### src/rtl/rph_pkg.sv
// Shared types, constants and the base-65521 division step for the
// radix-128 password hash unit. No dependencies.
`default_nettype none

package rph_pkg;

  localparam int unsigned ACC_W     = 64;
  localparam int unsigned CHAR_W    = 7;
  localparam int unsigned DIGIT_W   = 16;
  localparam int unsigned HASH_W    = 16;
  localparam int unsigned CHUNKS    = ACC_W / DIGIT_W;
  localparam int unsigned DIVISIONS = 3;

  localparam int unsigned QUEUE_DEPTH = 4;

  localparam logic [16:0] MODULUS   = 17'd65521;
  localparam logic [15:0] WEIGHT_D1 = 16'd45912;
  localparam logic [15:0] WEIGHT_D2 = 16'd35511;
  localparam logic [15:0] WEIGHT_D3 = 16'd65169;
  localparam logic [15:0] WEIGHT_D4 = 16'd4625;

  // Password value handed from the front end to the queue.
  typedef struct packed {
    logic             valid;
    logic [ACC_W-1:0] value;
  } push_t;

  // Queue status seen by the front end and the back end.
  typedef struct packed {
    logic full;
    logic empty;
  } q_stat_t;

  typedef struct packed {
    logic [DIGIT_W-1:0] q;
    logic [DIGIT_W-1:0] r;
  } divstep_t;

  // One long-division digit: (rem * 2^16 + chunk) / 65521 with rem < 65521.
  // Uses 2^16 = 65521 + 15, folding the high half twice and correcting once.
  function automatic divstep_t div_step(logic [DIGIT_W-1:0] rem,
                                        logic [DIGIT_W-1:0] chunk);
    logic [19:0] r0;
    logic [16:0] r1;
    logic [16:0] qs;
    divstep_t    res;
    r0 = {4'd0, chunk} + 20'(rem) * 20'd15;
    r1 = {1'b0, r0[15:0]} + 17'(r0[19:16]) * 17'd15;
    qs = {1'b0, rem} + 17'(r0[19:16]);
    if (r1 >= MODULUS) begin
      r1 = r1 - MODULUS;
      qs = qs + 17'd1;
    end
    res.q = qs[DIGIT_W-1:0];
    res.r = r1[DIGIT_W-1:0];
    return res;
  endfunction

endpackage

`default_nettype wire

### src/rtl/rph_front.sv
// Front end: folds characters into the radix-128 accumulator and pushes
// the finished value into the queue. Depends on rph_pkg.
`default_nettype none

module rph_front (
  input  wire logic                        clk,
  input  wire logic                        rst_n,
  input  wire logic                        in_valid,
  output logic                             in_ready,
  input  wire logic [rph_pkg::CHAR_W-1:0]  in_character,
  input  wire logic                        in_last_char,
  input  wire rph_pkg::q_stat_t            q_stat,
  output rph_pkg::push_t                   push
);

  logic [rph_pkg::ACC_W-1:0] acc_r;
  logic [rph_pkg::ACC_W-1:0] acc_nxt;
  logic                      take;

  assign in_ready = !q_stat.full;
  assign take     = in_valid && in_ready;

  // The multiply by 128 wraps modulo 2^64, so the top seven bits fall off.
  always_comb begin
    acc_nxt    = {acc_r[rph_pkg::ACC_W-rph_pkg::CHAR_W-1:0], in_character};
    push.valid = take && in_last_char;
    push.value = acc_nxt;
  end

  always_ff @(posedge clk) begin
    if (!rst_n) begin
      acc_r <= '0;
    end else if (take) begin
      acc_r <= in_last_char ? '0 : acc_nxt;
    end
  end

endmodule

`default_nettype wire

### src/rtl/rph_queue.sv
// Short register queue that decouples the front end from the reduction
// pipeline. Depends on rph_pkg.
`default_nettype none

module rph_queue #(
  parameter int unsigned DEPTH = rph_pkg::QUEUE_DEPTH
) (
  input  wire logic                       clk,
  input  wire logic                       rst_n,
  input  wire rph_pkg::push_t             push,
  input  wire logic                       pop,
  output logic [rph_pkg::ACC_W-1:0]       rd_data,
  output rph_pkg::q_stat_t                stat
);

  localparam int unsigned IdxW = (DEPTH > 1) ? $clog2(DEPTH) : 1;
  localparam int unsigned CntW = $clog2(DEPTH + 1);

  logic [rph_pkg::ACC_W-1:0] mem_r [DEPTH];
  logic [IdxW-1:0]           wr_ptr_r;
  logic [IdxW-1:0]           rd_ptr_r;
  logic [CntW-1:0]           cnt_r;
  logic                      do_push;
  logic                      do_pop;

  assign stat.full  = (cnt_r == CntW'(DEPTH));
  assign stat.empty = (cnt_r == '0);
  assign do_push    = push.valid && !stat.full;
  assign do_pop     = pop && !stat.empty;
  assign rd_data    = mem_r[rd_ptr_r];

  always_ff @(posedge clk) begin
    if (do_push) begin
      mem_r[wr_ptr_r] <= push.value;
    end
  end

  always_ff @(posedge clk) begin
    if (!rst_n) begin
      wr_ptr_r <= '0;
      rd_ptr_r <= '0;
      cnt_r    <= '0;
    end else begin
      if (do_push) begin
        wr_ptr_r <= (wr_ptr_r == IdxW'(DEPTH - 1)) ? '0 : wr_ptr_r + 1'b1;
      end
      if (do_pop) begin
        rd_ptr_r <= (rd_ptr_r == IdxW'(DEPTH - 1)) ? '0 : rd_ptr_r + 1'b1;
      end
      if (do_push && !do_pop) begin
        cnt_r <= cnt_r + 1'b1;
      end else if (do_pop && !do_push) begin
        cnt_r <= cnt_r - 1'b1;
      end
    end
  end

endmodule

`default_nettype wire

### src/rtl/rph_back.sv
// Back end: pipelined base-65521 digit extraction, weighted sum and final
// modular reduction, ending in the output register. Depends on rph_pkg.
`default_nettype none

module rph_back (
  input  wire logic                         clk,
  input  wire logic                         rst_n,
  input  wire logic                         q_valid,
  input  wire logic [rph_pkg::ACC_W-1:0]    q_data,
  output logic                              q_pop,
  output logic                              out_valid,
  input  wire logic                         out_ready,
  output logic [rph_pkg::HASH_W-1:0]        out_hash_value
);

  localparam int unsigned DivStages = rph_pkg::CHUNKS * rph_pkg::DIVISIONS;
  localparam int unsigned DW        = rph_pkg::DIGIT_W;
  localparam int unsigned AW        = rph_pkg::ACC_W;

  typedef struct packed {
    logic [AW-1:0] num;
    logic [AW-1:0] quo;
    logic [DW-1:0] rem;
    logic [DW-1:0] d4;
    logic [DW-1:0] d3;
    logic [DW-1:0] d2;
  } div_st_t;

  div_st_t              stage_in  [DivStages];
  div_st_t              stage_nxt [DivStages];
  div_st_t              div_r     [DivStages];
  logic [DivStages-1:0] div_vld_r;

  logic [DW-1:0] d1_r, d2_r, d3_r, d4_r;
  logic          dig_vld_r;
  logic [16:0]   q3;
  logic [16:0]   d1_full;
  logic [31:0]   p1_r, p2_r, p3_r, p4_r;
  logic          prod_vld_r;
  logic [33:0]   sum_r;
  logic          sum_vld_r;
  logic [21:0]   fold_r;
  logic          fold_vld_r;
  logic [16:0]   fold2;
  logic [16:0]   red;
  logic [DW-1:0] hash_r;
  logic          out_valid_r;
  logic          adv;

  // The whole pipeline moves together; it halts only while a result waits.
  assign adv   = !out_valid_r || out_ready;
  assign q_pop = adv && q_valid;

  assign stage_in[0] = '{num: q_data, quo: '0, rem: '0, d4: '0, d3: '0, d2: '0};

  for (genvar k = 0; k < DivStages; k++) begin : g_div
    localparam int unsigned Step = k % rph_pkg::CHUNKS;
    localparam int unsigned Dv   = k / rph_pkg::CHUNKS;

    logic [AW-1:0]     src_num;
    logic [AW-1:0]     src_quo;
    logic [DW-1:0]     src_rem;
    rph_pkg::divstep_t res;

    if (k > 0) begin : g_link
      assign stage_in[k] = div_r[k-1];
    end

    // Each stage consumes the top 16-bit chunk; a new division starts on the
    // previous quotient with a zero remainder.
    always_comb begin
      src_num = (Step == 0 && Dv > 0) ? stage_in[k].quo : stage_in[k].num;
      src_quo = (Step == 0) ? '0 : stage_in[k].quo;
      src_rem = (Step == 0) ? '0 : stage_in[k].rem;
      res     = rph_pkg::div_step(src_rem, src_num[AW-1:AW-DW]);
      stage_nxt[k]     = stage_in[k];
      stage_nxt[k].num = {src_num[AW-DW-1:0], {DW{1'b0}}};
      stage_nxt[k].quo = {src_quo[AW-DW-1:0], res.q};
      stage_nxt[k].rem = res.r;
      if (Step == rph_pkg::CHUNKS - 1) begin
        if (Dv == 0) begin
          stage_nxt[k].d4 = res.r;
        end else if (Dv == 1) begin
          stage_nxt[k].d3 = res.r;
        end else begin
          stage_nxt[k].d2 = res.r;
        end
      end
    end

    always_ff @(posedge clk) begin
      if (adv) begin
        div_r[k] <= stage_nxt[k];
      end
    end
  end

  // The third quotient stays below twice the modulus.
  assign q3      = div_r[DivStages-1].quo[16:0];
  assign d1_full = (q3 >= rph_pkg::MODULUS) ? q3 - rph_pkg::MODULUS : q3;

  // Second fold leaves a value below twice the modulus.
  always_comb begin
    fold2 = {1'b0, fold_r[15:0]} + 17'(fold_r[21:16]) * 17'd15;
    red   = (fold2 >= rph_pkg::MODULUS) ? fold2 - rph_pkg::MODULUS : fold2;
  end

  always_ff @(posedge clk) begin
    if (adv) begin
      d1_r   <= d1_full[DW-1:0];
      d2_r   <= div_r[DivStages-1].d2;
      d3_r   <= div_r[DivStages-1].d3;
      d4_r   <= div_r[DivStages-1].d4;
      p1_r   <= 32'(d1_r) * 32'(rph_pkg::WEIGHT_D1);
      p2_r   <= 32'(d2_r) * 32'(rph_pkg::WEIGHT_D2);
      p3_r   <= 32'(d3_r) * 32'(rph_pkg::WEIGHT_D3);
      p4_r   <= 32'(d4_r) * 32'(rph_pkg::WEIGHT_D4);
      sum_r  <= 34'(p1_r) + 34'(p2_r) + 34'(p3_r) + 34'(p4_r);
      fold_r <= {6'd0, sum_r[15:0]} + 22'(sum_r[33:16]) * 22'd15;
      hash_r <= red[DW-1:0];
    end
  end

  always_ff @(posedge clk) begin
    if (!rst_n) begin
      div_vld_r   <= '0;
      dig_vld_r   <= 1'b0;
      prod_vld_r  <= 1'b0;
      sum_vld_r   <= 1'b0;
      fold_vld_r  <= 1'b0;
      out_valid_r <= 1'b0;
    end else if (adv) begin
      div_vld_r   <= {div_vld_r[DivStages-2:0], q_valid};
      dig_vld_r   <= div_vld_r[DivStages-1];
      prod_vld_r  <= dig_vld_r;
      sum_vld_r   <= prod_vld_r;
      fold_vld_r  <= sum_vld_r;
      out_valid_r <= fold_vld_r;
    end
  end

  assign out_valid      = out_valid_r;
  assign out_hash_value = hash_r;

endmodule

`default_nettype wire

### src/rtl/radix128_password_hash_unit.sv
// Top level of the radix-128 password hash unit: front end, queue and
// reduction back end. Depends on rph_pkg, rph_front, rph_queue, rph_back.
//
// Usage: characters arrive on the in_ channel, one per transfer, first
// character first, with in_last_char set on the final one. Each character
// is folded into a 64-bit accumulator (times 128 plus the character,
// wrapping). The final character hands the value to a short queue and
// clears the accumulator; every password needs at least one character.
// The back end splits the value into four base-65521 digits through
// twelve pipelined 16-bit long-division steps, forms the weighted sum and
// reduces it modulo 65521. The hash leaves on the out_ channel.
// Throughput: one character per cycle while in_ready is high, and one hash per
// cycle when every character ends a password and the receiver does not stall.
// The final character's value passes through the queue and then the
// 17-stage back-end pipeline to out_valid.
// When the receiver stalls the back end holds in place; the queue then
// fills and in_ready drops once it is full. Reset clears the accumulator,
// the queue and all pipeline valid bits.
`default_nettype none

module radix128_password_hash_unit #(
  parameter int unsigned QUEUE_DEPTH = rph_pkg::QUEUE_DEPTH
) (
  input  wire logic                         clk,
  input  wire logic                         rst_n,
  input  wire logic                         in_valid,
  output logic                              in_ready,
  input  wire logic [rph_pkg::CHAR_W-1:0]   in_character,
  input  wire logic                         in_last_char,
  output logic                              out_valid,
  input  wire logic                         out_ready,
  output logic [rph_pkg::HASH_W-1:0]        out_hash_value
);

  rph_pkg::push_t            push;
  rph_pkg::q_stat_t          q_stat;
  logic [rph_pkg::ACC_W-1:0] q_data;
  logic                      q_pop;

  rph_front u_front (
    .clk          (clk),
    .rst_n        (rst_n),
    .in_valid     (in_valid),
    .in_ready     (in_ready),
    .in_character (in_character),
    .in_last_char (in_last_char),
    .q_stat       (q_stat),
    .push         (push)
  );

  rph_queue #(
    .DEPTH (QUEUE_DEPTH)
  ) u_queue (
    .clk     (clk),
    .rst_n   (rst_n),
    .push    (push),
    .pop     (q_pop),
    .rd_data (q_data),
    .stat    (q_stat)
  );

  rph_back u_back (
    .clk            (clk),
    .rst_n          (rst_n),
    .q_valid        (!q_stat.empty),
    .q_data         (q_data),
    .q_pop          (q_pop),
    .out_valid      (out_valid),
    .out_ready      (out_ready),
    .out_hash_value (out_hash_value)
  );

  // A hash is always fully reduced.
  a_hash_range : assert property (@(posedge clk) disable iff (!rst_n)
    out_valid |-> (17'(out_hash_value) < rph_pkg::MODULUS))
    else $error("hash value not reduced below the modulus");

  // Only a transferred final character pushes into the queue.
  a_push_on_last : assert property (@(posedge clk) disable iff (!rst_n)
    push.valid |-> (in_valid && in_ready && in_last_char && !q_stat.full))
    else $error("queue push without a final character transfer");

  // The back end takes from the queue only when it holds a value.
  a_pop_nonempty : assert property (@(posedge clk) disable iff (!rst_n)
    q_pop |-> !q_stat.empty)
    else $error("back end popped an empty queue");

  // A non-final character never produces a queue entry.
  a_no_push_mid : assert property (@(posedge clk) disable iff (!rst_n)
    (in_valid && in_ready && !in_last_char) |-> !push.valid)
    else $error("queue push on a non-final character");

endmodule

`default_nettype wire

### config.mk
export PLATFORM = sky130hd
export DESIGN_NAME = radix128_password_hash_unit
export DESIGN_NICKNAME = d
export VERILOG_FILES = /design/src/rtl/rph_pkg.sv /design/src/rtl/rph_front.sv /design/src/rtl/rph_queue.sv /design/src/rtl/rph_back.sv /design/src/rtl/radix128_password_hash_unit.sv
export SDC_FILE = /design/constraint.sdc
export NUM_CORES = 2
export LEC_CHECK = 0
export ABC_AREA = 1
export BUFFER_PORTS_ARGS = -buffer_cell sky130_fd_sc_hd__buf_2
export CORE_ASPECT_RATIO = 1.4
export CORE_MARGIN = 2
export CORE_UTILIZATION = 40
export DETAILED_ROUTE_END_ITERATION = 10
export GPL_TIMING_DRIVEN = 0
export PLACE_DENSITY_LB_ADDON = 0.2
export SYNTH_ARGS = -nofsm -noshare
export SYNTH_HDL_FRONTEND = slang
export SYNTH_SLANG_ARGS = --single-unit
### constraint.sdc
create_clock -name clk -period 30.1 [get_ports clk]
set_clock_uncertainty 0.15 [all_clocks]
set_input_delay 0 -clock clk [delete_from_list [all_inputs] [get_ports clk]]
set_output_delay 0 -clock clk [all_outputs]
set_load 0.02 [all_outputs]
==> impl_metrics.json <==
{
  "min-delay-start": "out_ready",
  "path_depth": 44,
  "synth_area_um2": 97700,
  "synth_seq_cells": 1387,
  "crit_path_frequent_cell": "inv_1",
  "hold_depth": 5,
  "period_share": 0.309,
  "grt_overflow": 0,
  "grt_pass1_vias": 65500,
  "dominantRegCellSynth": "edfxtp_1",
  "worstPathBufferInverterCount": 11,
  "hold_end": "u_back.sum_vld_r",
  "clock-sinks": 1387,
  "num_vias": 63800,
  "area_delta_synth_final_pct": 9.98,
  "fin_setup_tns_ns": 0,
  "critPathCaptureType": "flop",
  "nFillCells": 23100,
  "drive_above_1_share": 0.0423,
  "ys_seq_area_frac": 0.418,
  "syn_area_per_cell_um2": 9.96,
  "yosysWarningCount": 0,
  "cp_data_required_time_ns": 30.48,
  "mostFrequentLayoutCells": "inv_1 (2100), nand2_1 (1689), edfxtp_1 (1304)",
  "max_stage_delay_ns": 0.63,
  "start_util": 0.402,
  "dieArea_um2": 248000,
  "maxSlewViolCount": 0,
  "critical_path_arrival_ns": 9.67,
  "fin_cells": 13400,
  "worst_path_max_delay_cell": "xor2_1",
  "setup_viol": 0,
  "numCtsBuffers": 154,
  "cts_tree": "built",
  "final_common_cell": "inv_1",
  "fmax_mhz": 108,
  "r2r-start": "u_back.div_r[0][228]",
  "tightestPinTransition_ns": 0.846,
  "htree_levels": 4,
  "portBuffers": 29,
  "r2r_end": "u_back.div_r[0][430]",
  "drt-wirelength-per-cell_um": 15.3,
  "track_usage": 0.166,
  "grt_first_pass_wirelength_mm": 335,
  "syn_nets": 11500,
  "path_clk_slew_ns": 0.06,
  "synth.distinct_cells": 68,
  "syn_inst": 9809,
  "clockRootBuffer": "clkbuf_16",
  "clockBufferDepth": 4,
  "std_cell_rows": 214,
  "slew_headroom": 0.436,
  "place.gp.congestion": 0.869,
  "clk_latency_ns": 0.83,
  "vias_per_cell": 4.77,
  "crit_path_max_fanout": 8,
  "wl_mm": 205,
  "drt_iter0_drc": 3103,
  "r2r_setup_slack_ns": 20.81,
  "core-area_um2": 243000,
  "drc": 0,
  "die_y_um": 589,
  "hold_class": "input pin to flop",
  "cts_setup_buffers": 0,
  "hpwl_mm": 164,
  "antenna_left": 0,
  "maxCapViolations": 0,
  "hold_violations": 0,
  "synth-async-reset-ratio": 0,
  "die_x_um": 422,
  "crit_type": "flop to flop",
  "grt_max_degree": 125,
  "fin_crit_ns": 9.29,
  "placed_cells": 13100,
  "start_kind": "flop",
  "fin_nets": 11700,
  "post_cts_resized": 0,
  "r2r_cells": 44,
  "rsz0062_at_grt": "no",
  "dr.pass1.iters": 7,
  "ios": 30,
  "critPathTopFamily": "adder cells",
  "antenna_found_initial": 1,
  "synth_edf_count": 1304,
  "status": "finished clean"
}
==> area by class of cell <==
class,count,area [um^2],area share
clock inverters,92,848,0.00789
inverters,2112,7930,0.0738
clock buffers,174,4030,0.0375
well taps,3240,4050,0.0377
flip-flops and latches,1387,40800,0.380
diodes,3,7.51,0.0000698
multi-input cells,6225,48600,0.452
repair buffers,66,771,0.00717
plain buffers,85,390,0.00363
==> cells by family after synthesis <==
kind of cell	share of synthesized area
adders and majority gates	0.262
buffers and inverters	0.0850
and+or+nand+nor	0.141
DFF	0.418
xor gates and xnor gates	0.0430
AOI/OAI and AO/OA	0.0511
==> registers in the layout (all words and copies together) (netlist names), 29 cells and up, named ones only <==
register,flops
u_front.acc_r,57
u_back.p2_r,32
u_back.div_r,790
u_back.p4_r,29
u_back.p1_r,29
u_queue.mem_r,256
u_back.sum_r,34
u_back.p3_r,32
==> per-layer routing <==
layer,track usage,up-vias,share of wire
met5,0,-,0
met4,0.0534,0,0.032
met3,0.0170,322,0.024
met2,0.325,731,0.55
met1,0.184,30500,0.39
li1,-,32200,-
==> stage by stage <==
stage               cell area [um^2]  utilization  setup WS, ns  hold WS [ns]
global placement              102000        0.420          9.89        0.0815
CTS                           107000        0.443         20.75       0.00491
floorplan                      97700            -         15.08       -0.0511
finish                        107000        0.443         20.81        0.0611
detailed placement            102000        0.422         20.81        0.0880
global route                  107000        0.443         20.08        0.0728
==> synth_stat cells (all sizes together) (2+ instances only) <==
| cell type | number | area, um^2 |
|---|---|---|
| a211oi | 3 | 22.5 |
| a21boi | 19 | 150 |
| a21o | 19 | 143 |
| a21oi | 429 | 2170 |
| a31oi | 22 | 138 |
| a32oi | 4 | 35.0 |
| and2 | 6 | 40.0 |
| and3 | 4 | 25.0 |
| buf | 22 | 144 |
| clkbuf | 63 | 236 |
| clkinv | 2 | 7.51 |
| dfxtp | 83 | 1660 |
| edfxtp | 1304 | 39200 |
| fa | 654 | 13100 |
| ha | 1000 | 12500 |
| inv | 2110 | 7920 |
| nand2 | 1733 | 6670 |
| nand3 | 529 | 2750 |
| nand3b | 33 | 248 |
| nand4 | 145 | 937 |
| nor2 | 652 | 2560 |
| nor3 | 65 | 330 |
| nor3b | 5 | 37.5 |
| nor4 | 12 | 81.3 |
| o211ai | 13 | 103 |
| o21a | 15 | 113 |
| o21ai | 270 | 1360 |
| o21bai | 36 | 274 |
| o221ai | 6 | 52.6 |
| o22ai | 59 | 369 |
| o31ai | 3 | 22.5 |
| or2 | 19 | 121 |
| xnor2 | 166 | 1470 |
| xor2 | 298 | 2730 |
==> worst reg2reg max path, delay by kind of cell (launching register included) <==
family	cells	cell delay [ns]
compound gates	7	1.24
buf+inv	11	0.93
xor+xnor	2	0.83
simple gates	16	2.05
fa+ha+maj	8	3.21
flops	1	0.56
==> timing repair <==
item,CTS,global route
endpoints found under the hold margin,111,0
endpoints found under the setup margin,0,0
hold buffers,19,0
==> how the worst max path moves through the flow <==
stage	slack [ns]	to	start
global route	20.08	u_back.div_r[0][430]	u_back.div_r[0][228]
CTS	20.75	u_back.div_r[0][430]	u_back.div_r[0][229]
floorplan	15.08	u_back.d1_r[0]	u_back.out_valid
detailed placement	20.81	u_back.div_r[1][588]	u_back.div_r[1][406]
global placement	9.89	u_back.div_r[2][349]	u_back.out_valid
finish	20.81	u_back.div_r[0][430]	u_back.div_r[0][228]
Power is not shown: default switching activity piles up to over one toggle a cycle in this logic, so the estimate is an artifact.
